[config.mk]
export PLATFORM = sky130hd
export DESIGN_NAME = k_way_sorted_merge_top
export DESIGN_NICKNAME = d
export VERILOG_FILES = /design/src/hdl/kwm_pkg.sv /design/src/hdl/kwm_cell.sv /design/src/hdl/k_way_sorted_merge_top.sv
export SDC_FILE = /design/constraint.sdc
export NUM_CORES = 2
export LEC_CHECK = 0
export BUFFER_PORTS_ARGS = -buffer_cell sky130_fd_sc_hd__buf_2
export CAP_MARGIN = 20
export CELL_PAD_IN_SITES_DETAIL_PLACEMENT = 1
export CELL_PAD_IN_SITES_GLOBAL_PLACEMENT = 1
export CORE_ASPECT_RATIO = 2
export CORE_MARGIN = 2
export CORE_UTILIZATION = 35
export CTS_BUF_LIST = sky130_fd_sc_hd__clkbuf_8
export DETAILED_ROUTE_END_ITERATION = 8
export PLACE_DENSITY = 0.64
export SLEW_MARGIN = 15
export SYNTH_ARGS = -nofsm -noshare
export SYNTH_HDL_FRONTEND = slang
export SYNTH_SLANG_ARGS = --single-unit
[constraint.sdc]
create_clock -name clk -period 6 [get_ports clk]
set_input_delay 0.9 -clock clk [delete_from_list [all_inputs] [get_ports clk]]
set_output_delay 0.9 -clock clk [all_outputs]
set_load 0.03 [all_outputs]
[src/hdl/kwm_pkg.sv]
// Shared types, sizes and the key ordering for the k-way sorted merge.
`default_nettype none

package kwm_pkg;

  localparam int LISTS      = 16;
  localparam int CNT_W      = $clog2(LISTS + 1);
  localparam int ACTIVE_CAP = (LISTS < 16) ? LISTS : 16;

  localparam logic [4:0] NUM_LISTS_RST = 5'd16;

  typedef struct packed {
    logic               valid;
    logic signed [31:0] value;
    logic [3:0]         src;
  } entry_t;

  typedef struct packed {
    logic ins;
    logic pop;
  } cmd_t;

  // Strict ordering: smaller value first, ties to the lower list index.
  function automatic logic key_less(entry_t a, entry_t b);
    return ($signed(a.value) < $signed(b.value)) ||
           ((a.value == b.value) && (a.src < b.src));
  endfunction

endpackage

`default_nettype wire

[src/hdl/kwm_cell.sv]
// One cell of the sorted register row: holds one entry and trades with its neighbours.
`default_nettype none

module kwm_cell (
  input  wire logic            clk,
  input  wire logic            rst,
  input  wire logic            en,
  input  wire kwm_pkg::cmd_t   cmd,
  input  wire kwm_pkg::entry_t x,
  input  wire kwm_pkg::entry_t left,
  input  wire kwm_pkg::entry_t right,
  input  wire logic            c_left,
  input  wire logic            c_right,
  output logic                 c_own,
  output kwm_pkg::entry_t      q
);
  import kwm_pkg::*;

  logic               vld;
  logic signed [31:0] val;
  logic [3:0]         src;
  entry_t             q_next;

  assign q     = '{valid: vld, value: val, src: src};
  assign c_own = !vld || key_less(x, q);

  // The row stays sorted, so c_own is false on a prefix and true beyond it.
  always_comb begin
    if (cmd.ins && cmd.pop) begin
      q_next = c_right ? (c_own ? q : x) : right;
    end else if (cmd.pop) begin
      q_next = right;
    end else if (cmd.ins) begin
      q_next = c_left ? left : (c_own ? x : q);
    end else begin
      q_next = q;
    end
  end

  always_ff @(posedge clk) begin
    if (rst) begin
      vld <= 1'b0;
    end else if (en) begin
      vld <= q_next.valid;
    end
  end

  always_ff @(posedge clk) begin
    if (en) begin
      val <= q_next.value;
      src <= q_next.src;
    end
  end

endmodule

`default_nettype wire

[src/hdl/k_way_sorted_merge_top.sv]
// Top level of the k-way sorted merge: load control, sorted cell row and output register.
// The block takes one transfer per clock cycle and its result, if any, appears in the
// output register in the next cycle; it stalls only while a result waits to be taken. The
// row of cells keeps the held entries sorted with the smallest in cell 0, and every cell
// decides its next entry from its own compare and its neighbours, so an insert and a pop
// of the minimum complete together. The first num_lists transfers, clamped to 1..16,
// load list heads; the transfer completing the load and each after it may yield a result.
`default_nettype none

module k_way_sorted_merge_top (
  input  wire logic        clk,
  input  wire logic        rst,
  input  wire logic        cfg_we,
  input  wire logic [4:0]  cfg_wdata,
  input  wire logic        s_tvalid,
  output logic             s_tready,
  input  wire logic [39:0] s_tdata,   // value[31:0], list_id[35:32], zero fill
  input  wire logic        s_tuser,   // exhausted
  output logic             m_tvalid,
  input  wire logic        m_tready,
  output logic [39:0]      m_tdata,   // out_value[31:0], source_list[35:32], zero fill
  output logic             m_tlast
);
  import kwm_pkg::*;

  logic [4:0]       num_lists;
  logic [4:0]       n_clamped;
  logic [CNT_W-1:0] n_eff;
  logic [CNT_W-1:0] loaded;
  logic [CNT_W-1:0] loaded_next;
  logic             accept;
  logic             pop_due;
  cmd_t             cmd;
  entry_t           x;
  entry_t           ent [LISTS];
  logic             c [LISTS];
  logic [LISTS-1:0] vld;
  entry_t           res;
  logic             res_valid;
  logic             res_last;
  logic signed [31:0] out_val;
  logic [3:0]       out_src;

  localparam entry_t EMPTY = '{valid: 1'b0, value: 32'sd0, src: 4'd0};

  always_ff @(posedge clk) begin
    if (rst) begin
      num_lists <= NUM_LISTS_RST;
    end else if (cfg_we) begin
      num_lists <= cfg_wdata;
    end
  end

  always_comb begin
    if (num_lists == 5'd0) begin
      n_clamped = 5'd1;
    end else if (num_lists > 5'(ACTIVE_CAP)) begin
      n_clamped = 5'(ACTIVE_CAP);
    end else begin
      n_clamped = num_lists;
    end
  end

  assign n_eff    = CNT_W'(n_clamped);
  assign s_tready = !m_tvalid || m_tready;
  assign accept   = s_tvalid && s_tready;

  always_comb begin
    if (loaded < n_eff) begin
      loaded_next = loaded + CNT_W'(1);
      pop_due     = (loaded_next >= n_eff);
    end else begin
      loaded_next = loaded;
      pop_due     = 1'b1;
    end
  end

  always_ff @(posedge clk) begin
    if (rst) begin
      loaded <= '0;
    end else if (accept) begin
      loaded <= loaded_next;
    end
  end

  assign cmd.ins = !s_tuser;
  assign cmd.pop = pop_due;
  assign x       = '{valid: 1'b1, value: $signed(s_tdata[31:0]), src: s_tdata[35:32]};

  for (genvar i = 0; i < LISTS; i++) begin : g_cell
    entry_t left_ent;
    entry_t right_ent;
    logic   c_l;
    logic   c_r;

    if (i == 0) begin : g_first
      assign left_ent = EMPTY;
      assign c_l      = 1'b0;
    end else begin : g_mid_l
      assign left_ent = ent[i-1];
      assign c_l      = c[i-1];
    end

    if (i == LISTS - 1) begin : g_last
      assign right_ent = EMPTY;
      assign c_r       = 1'b1;
    end else begin : g_mid_r
      assign right_ent = ent[i+1];
      assign c_r       = c[i+1];
    end

    kwm_cell u_cell (
      .clk     (clk),
      .rst     (rst),
      .en      (accept),
      .cmd     (cmd),
      .x       (x),
      .left    (left_ent),
      .right   (right_ent),
      .c_left  (c_l),
      .c_right (c_r),
      .c_own   (c[i]),
      .q       (ent[i])
    );

    assign vld[i] = ent[i].valid;
  end

  assign res_valid = pop_due && (cmd.ins || ent[0].valid);
  assign res       = (cmd.ins && c[0]) ? x : ent[0];

  always_comb begin
    if (cmd.ins) begin
      res_last = c[0] ? !ent[0].valid : 1'b0;
    end else begin
      res_last = !ent[1].valid;
    end
  end

  always_ff @(posedge clk) begin
    if (rst) begin
      m_tvalid <= 1'b0;
    end else if (accept) begin
      m_tvalid <= res_valid;
    end else if (m_tready) begin
      m_tvalid <= 1'b0;
    end
  end

  always_ff @(posedge clk) begin
    if (accept && res_valid) begin
      out_val <= res.value;
      out_src <= res.src;
      m_tlast <= res_last;
    end
  end

  assign m_tdata = {4'b0000, out_src, out_val};

  // A waiting result blocks the input side.
  a_hold_blocks_input: assert property (@(posedge clk) disable iff (rst)
    (m_tvalid && !m_tready) |-> !s_tready)
    else $error("input accepted while a result was waiting");

  // Occupied cells always form a prefix of the row.
  a_valid_prefix: assert property (@(posedge clk) disable iff (rst)
    (vld & (vld + LISTS'(1))) == '0)
    else $error("gap in the occupied cells");

  // The two head cells are kept in ascending key order.
  a_sorted_head: assert property (@(posedge clk) disable iff (rst)
    ent[1].valid |-> !key_less(ent[1], ent[0]))
    else $error("head cells out of order");

  // After a transfer that may grow it, the load count never passes the list capacity.
  a_load_bound: assert property (@(posedge clk) disable iff (rst)
    (accept && ($past(loaded) != loaded_next)) |=> (loaded <= CNT_W'(ACTIVE_CAP)))
    else $error("load count beyond the list capacity");

endmodule

`default_nettype wire

==> results.py <==
metrics = {
    "run_status": {
        "status": "completed",
    },
    "routing": {
        "vias": 37490,
        "drt-vias-per-instance": 5.820,
        "wl_per_cell_um": 25.94,
        "dr.pass1.iters": 5,
        "drc_errors": 0,
        "routed_wl_mm": 167.1,
        "ant_nets": 0,
        "detailedRoute.firstIterationViolations": 2125,
    },
    "logic_synthesis": {
        "synth_top_area_share_pct": 42.11,
        "synth_common_cells": "inv_1, edfxtp_1, ha_1",
        "synth-seq-area-share_pct": 43.34,
        "synth_area_um2": 43720,
        "synth-main-ff-cell": "edfxtp_1",
        "postSynth.asyncResetShare_pct": 0,
        "synth.distinct_cells": 92,
        "synth.most_common_cell": "inv_1",
        "yosysTopAreaCell": "edfxtp_1",
        "synth_seq_cells": 640,
        "synth_area_per_cell_um2": 9.554,
        "ys_warn_count": 0,
        "syn-instance-count": 4576,
        "synth_area_leaders": "edfxtp_1, ha_1, inv_1, o22ai_1, nor2_1",
        "synth_edf_count": 613,
    },
    "critical_path": {
        "critPathKind": "flip-flop to flip-flop",
        "worst_setup_path_end_kind": "flip-flop",
        "worstPathCellList": "ha_1 > nand3_1 > xnor2_1 > ha_1 > nand2_1 > o21a_1 > nand2_4 > nand2_1 > buf_4 > o21ai_2 > buf_4 > a221oi_1",
        "start_kind": "flip-flop",
        "critPathMaxFanout": 52,
        "crit_buf_inv": 2,
        "cp_data_arrival_time_ns": 5.04,
        "critPathLaunch": "loaded[1]",
        "worst-endpoint-required_ns": 6.56,
        "slowest_stage": "nand2_1",
        "cp_top_family": "simple AND/OR/NAND/NOR gates",
        "r2r_start": "loaded[1]",
        "max_stage_delay_ns": 0.66,
    },
    "global_route": {
        "grt_usage_pct": 25.95,
        "first_global_vias": 40730,
        "grt_antenna_before_repair": 3,
        "grt_pass1_wl_mm": 248.9,
        "grt_max_degree": 73,
        "overflow": 0,
    },
    "cells_and_area": {
        "syn2layout_area_growth_pct": 11.74,
        "nets": 5311,
        "finalInstanceArea_um2": 48850,
        "fillers": 14270,
        "final_cells": 6442,
        "drive_gt1_share_pct": 10.70,
    },
    "sta": {
        "maxSlewViolCount": 0,
        "skew_ns": 0.03956,
        "fmax_ghz": 0.2228,
        "finalHoldViolCount": 0,
        "post-route-period-util_pct": 74.81,
        "rsz0062_at_grt": "false",
        "setup_viol": 0,
        "min_period_ns": 4.488,
        "worst_pin_slew_ns": 1.204,
        "tns_ns": 0,
        "relSlewSlack_pct": 19.73,
    },
    "placement": {
        "dp_hpwl_mm": 131.5,
        "port_buffers": 85,
        "place_inst": 6248,
        "place_congestion": 0.8825,
        "placed_area_um2": 46810,
    },
    "floorplanning": {
        "ioPinCount": 94,
        "initial_core_util_pct": 35.23,
        "dieHeight_um": 503.8,
        "die_x_um": 253.9,
        "die_area_um2": 127900,
        "coreArea_um2": 124100,
        "std_cell_rows": 183,
    },
    "clocking": {
        "cts_resized": 0,
        "cts_tree": "built",
        "cts_buffers": 103,
        "clk_pin_slew_ns": 0.07,
        "cts_sinks": 640,
        "clock_latency_ns": 0.84,
        "cts_root_buf": "clkbuf_8",
        "clockBufferDepth": 3,
        "htree_levels": 3,
        "cts_setup_buffers": 0,
        "postCtsHoldBufs": 0,
    },
    "min_path": {
        "min_from": "cfg_wdata[4]",
        "hold_path.class": "primary input to flip-flop",
    },
    "run": {
        "drv_cap": 0,
    },
    "power": {
        "leakage_nw": 20.77,
        "power_density_nw_per_um2": 310.1,
        "peakVddDrop_mv": 0.1722,
        "power_mw": 15.15,
    },
}
per-layer routing:
layer,up-vias,track usage [%],wire length [µm]
met5,-,0,0
met4,0,20.51,15620
met3,474,2.352,4175
met2,860,50.42,92840
met1,18870,24.20,54500
li1,17290,-,-
registers in the layout, summed over array words and instances, names as in the netlist:
name	flops
g_cell.u_cell.vld	16
g_cell.u_cell.src	64
g_cell.u_cell.val	512
out_val	32
out_src	4
num_lists	5
m_tlast	1
loaded	5
m_tvalid	1
tightest hold or removal path, cell delays in order:
cell	delay, ns
buf_2	0.07
nand2_1	0.04
o211ai_1	0.07
layout make-up:
class | count | area (µm²) | area share (%)
Tap cell | 1665 | 2083 | 4.265
Antenna cell | 3 | 7.507 | 0.01537
Sequential cell | 640 | 18950 | 38.79
Inverter | 615 | 2308 | 4.726
Clock inverter | 77 | 454.2 | 0.9297
Multi-Input combinational cell | 3082 | 21730 | 44.49
Clock buffer | 113 | 1555 | 3.184
Timing Repair Buffer | 247 | 1762 | 3.606
path summary, 6_finish.rpt:
path	cells after the start	end	slack, ns
setup reg to reg	12	g_cell[2].u_cell.val[6]	1.51
setup / recovery	12	g_cell[2].u_cell.val[6]	1.51
hold / removal	3	num_lists[4]	0.31
hold reg to reg	2	g_cell[14].u_cell.vld	0.46
metrics by stage:
stage | utilization, % | hold slack (ns) | setup WS [ns]
after floorplan | - | 0.4347 | 0.6816
after global placement | 37.72 | 0.4428 | 0.9428
after detailed placement | 37.72 | 0.4556 | 0.8361
after CTS | 39.34 | 0.2439 | 1.496
after global routing | 39.36 | 0.2875 | 1.267
final | 39.36 | 0.3084 | 1.512
cells in the final DEF (no fill, tap or decap), drive strengths merged, types with 8 or more instances in the layout:
cell type  instances
nand4            109
a2111oi            8
o2111ai           11
o211ai            24
and3               9
a22o              37
a21o              51
o221a             72
nor4              21
inv              649
edfxtp           613
o21ai            194
a31oi             85
clkinv            37
or3               49
nand3             83
o22ai            362
nor2             566
ha               571
o21a              15
nor3              40
a221o             11
a211oi            21
buf              247
nand2            206
mux2i             16
dfxtp             27
nor2b             20
a221oi            83
clkbuf           113
nand2b            11
o31ai             11
a21oi            291
a21boi            20
and2              11
report_power, final:
part | switching, mW | total [mW] | leakage (nW) | internal (mW)
Clock | 2.06 | 3.93 | 1.14 | 1.88
Sequential | 0.625 | 6.54 | 5.93 | 5.92
Combinational | 2.95 | 4.67 | 13.7 | 1.72
cells by family (layout without fill, tap and decap cells):
| logic type | count (synthesis) | after routing | synth area share, % |
|---|---|---|---|
| other | 1 | 7 | 0.008578 |
| muxes | 19 | 19 | 0.4608 |
| and+or+nand+nor | 1149 | 1149 | 11.85 |
| xor gates and xnor gates | 6 | 6 | 0.1374 |
| DFF | 640 | 640 | 43.34 |
| buffers and inverters | 857 | 1052 | 7.536 |
| adders and majority gates | 571 | 571 | 16.34 |
| AOI/OAI and AO/OA | 1333 | 1333 | 20.33 |
Power figures use the tool's default switching activity.
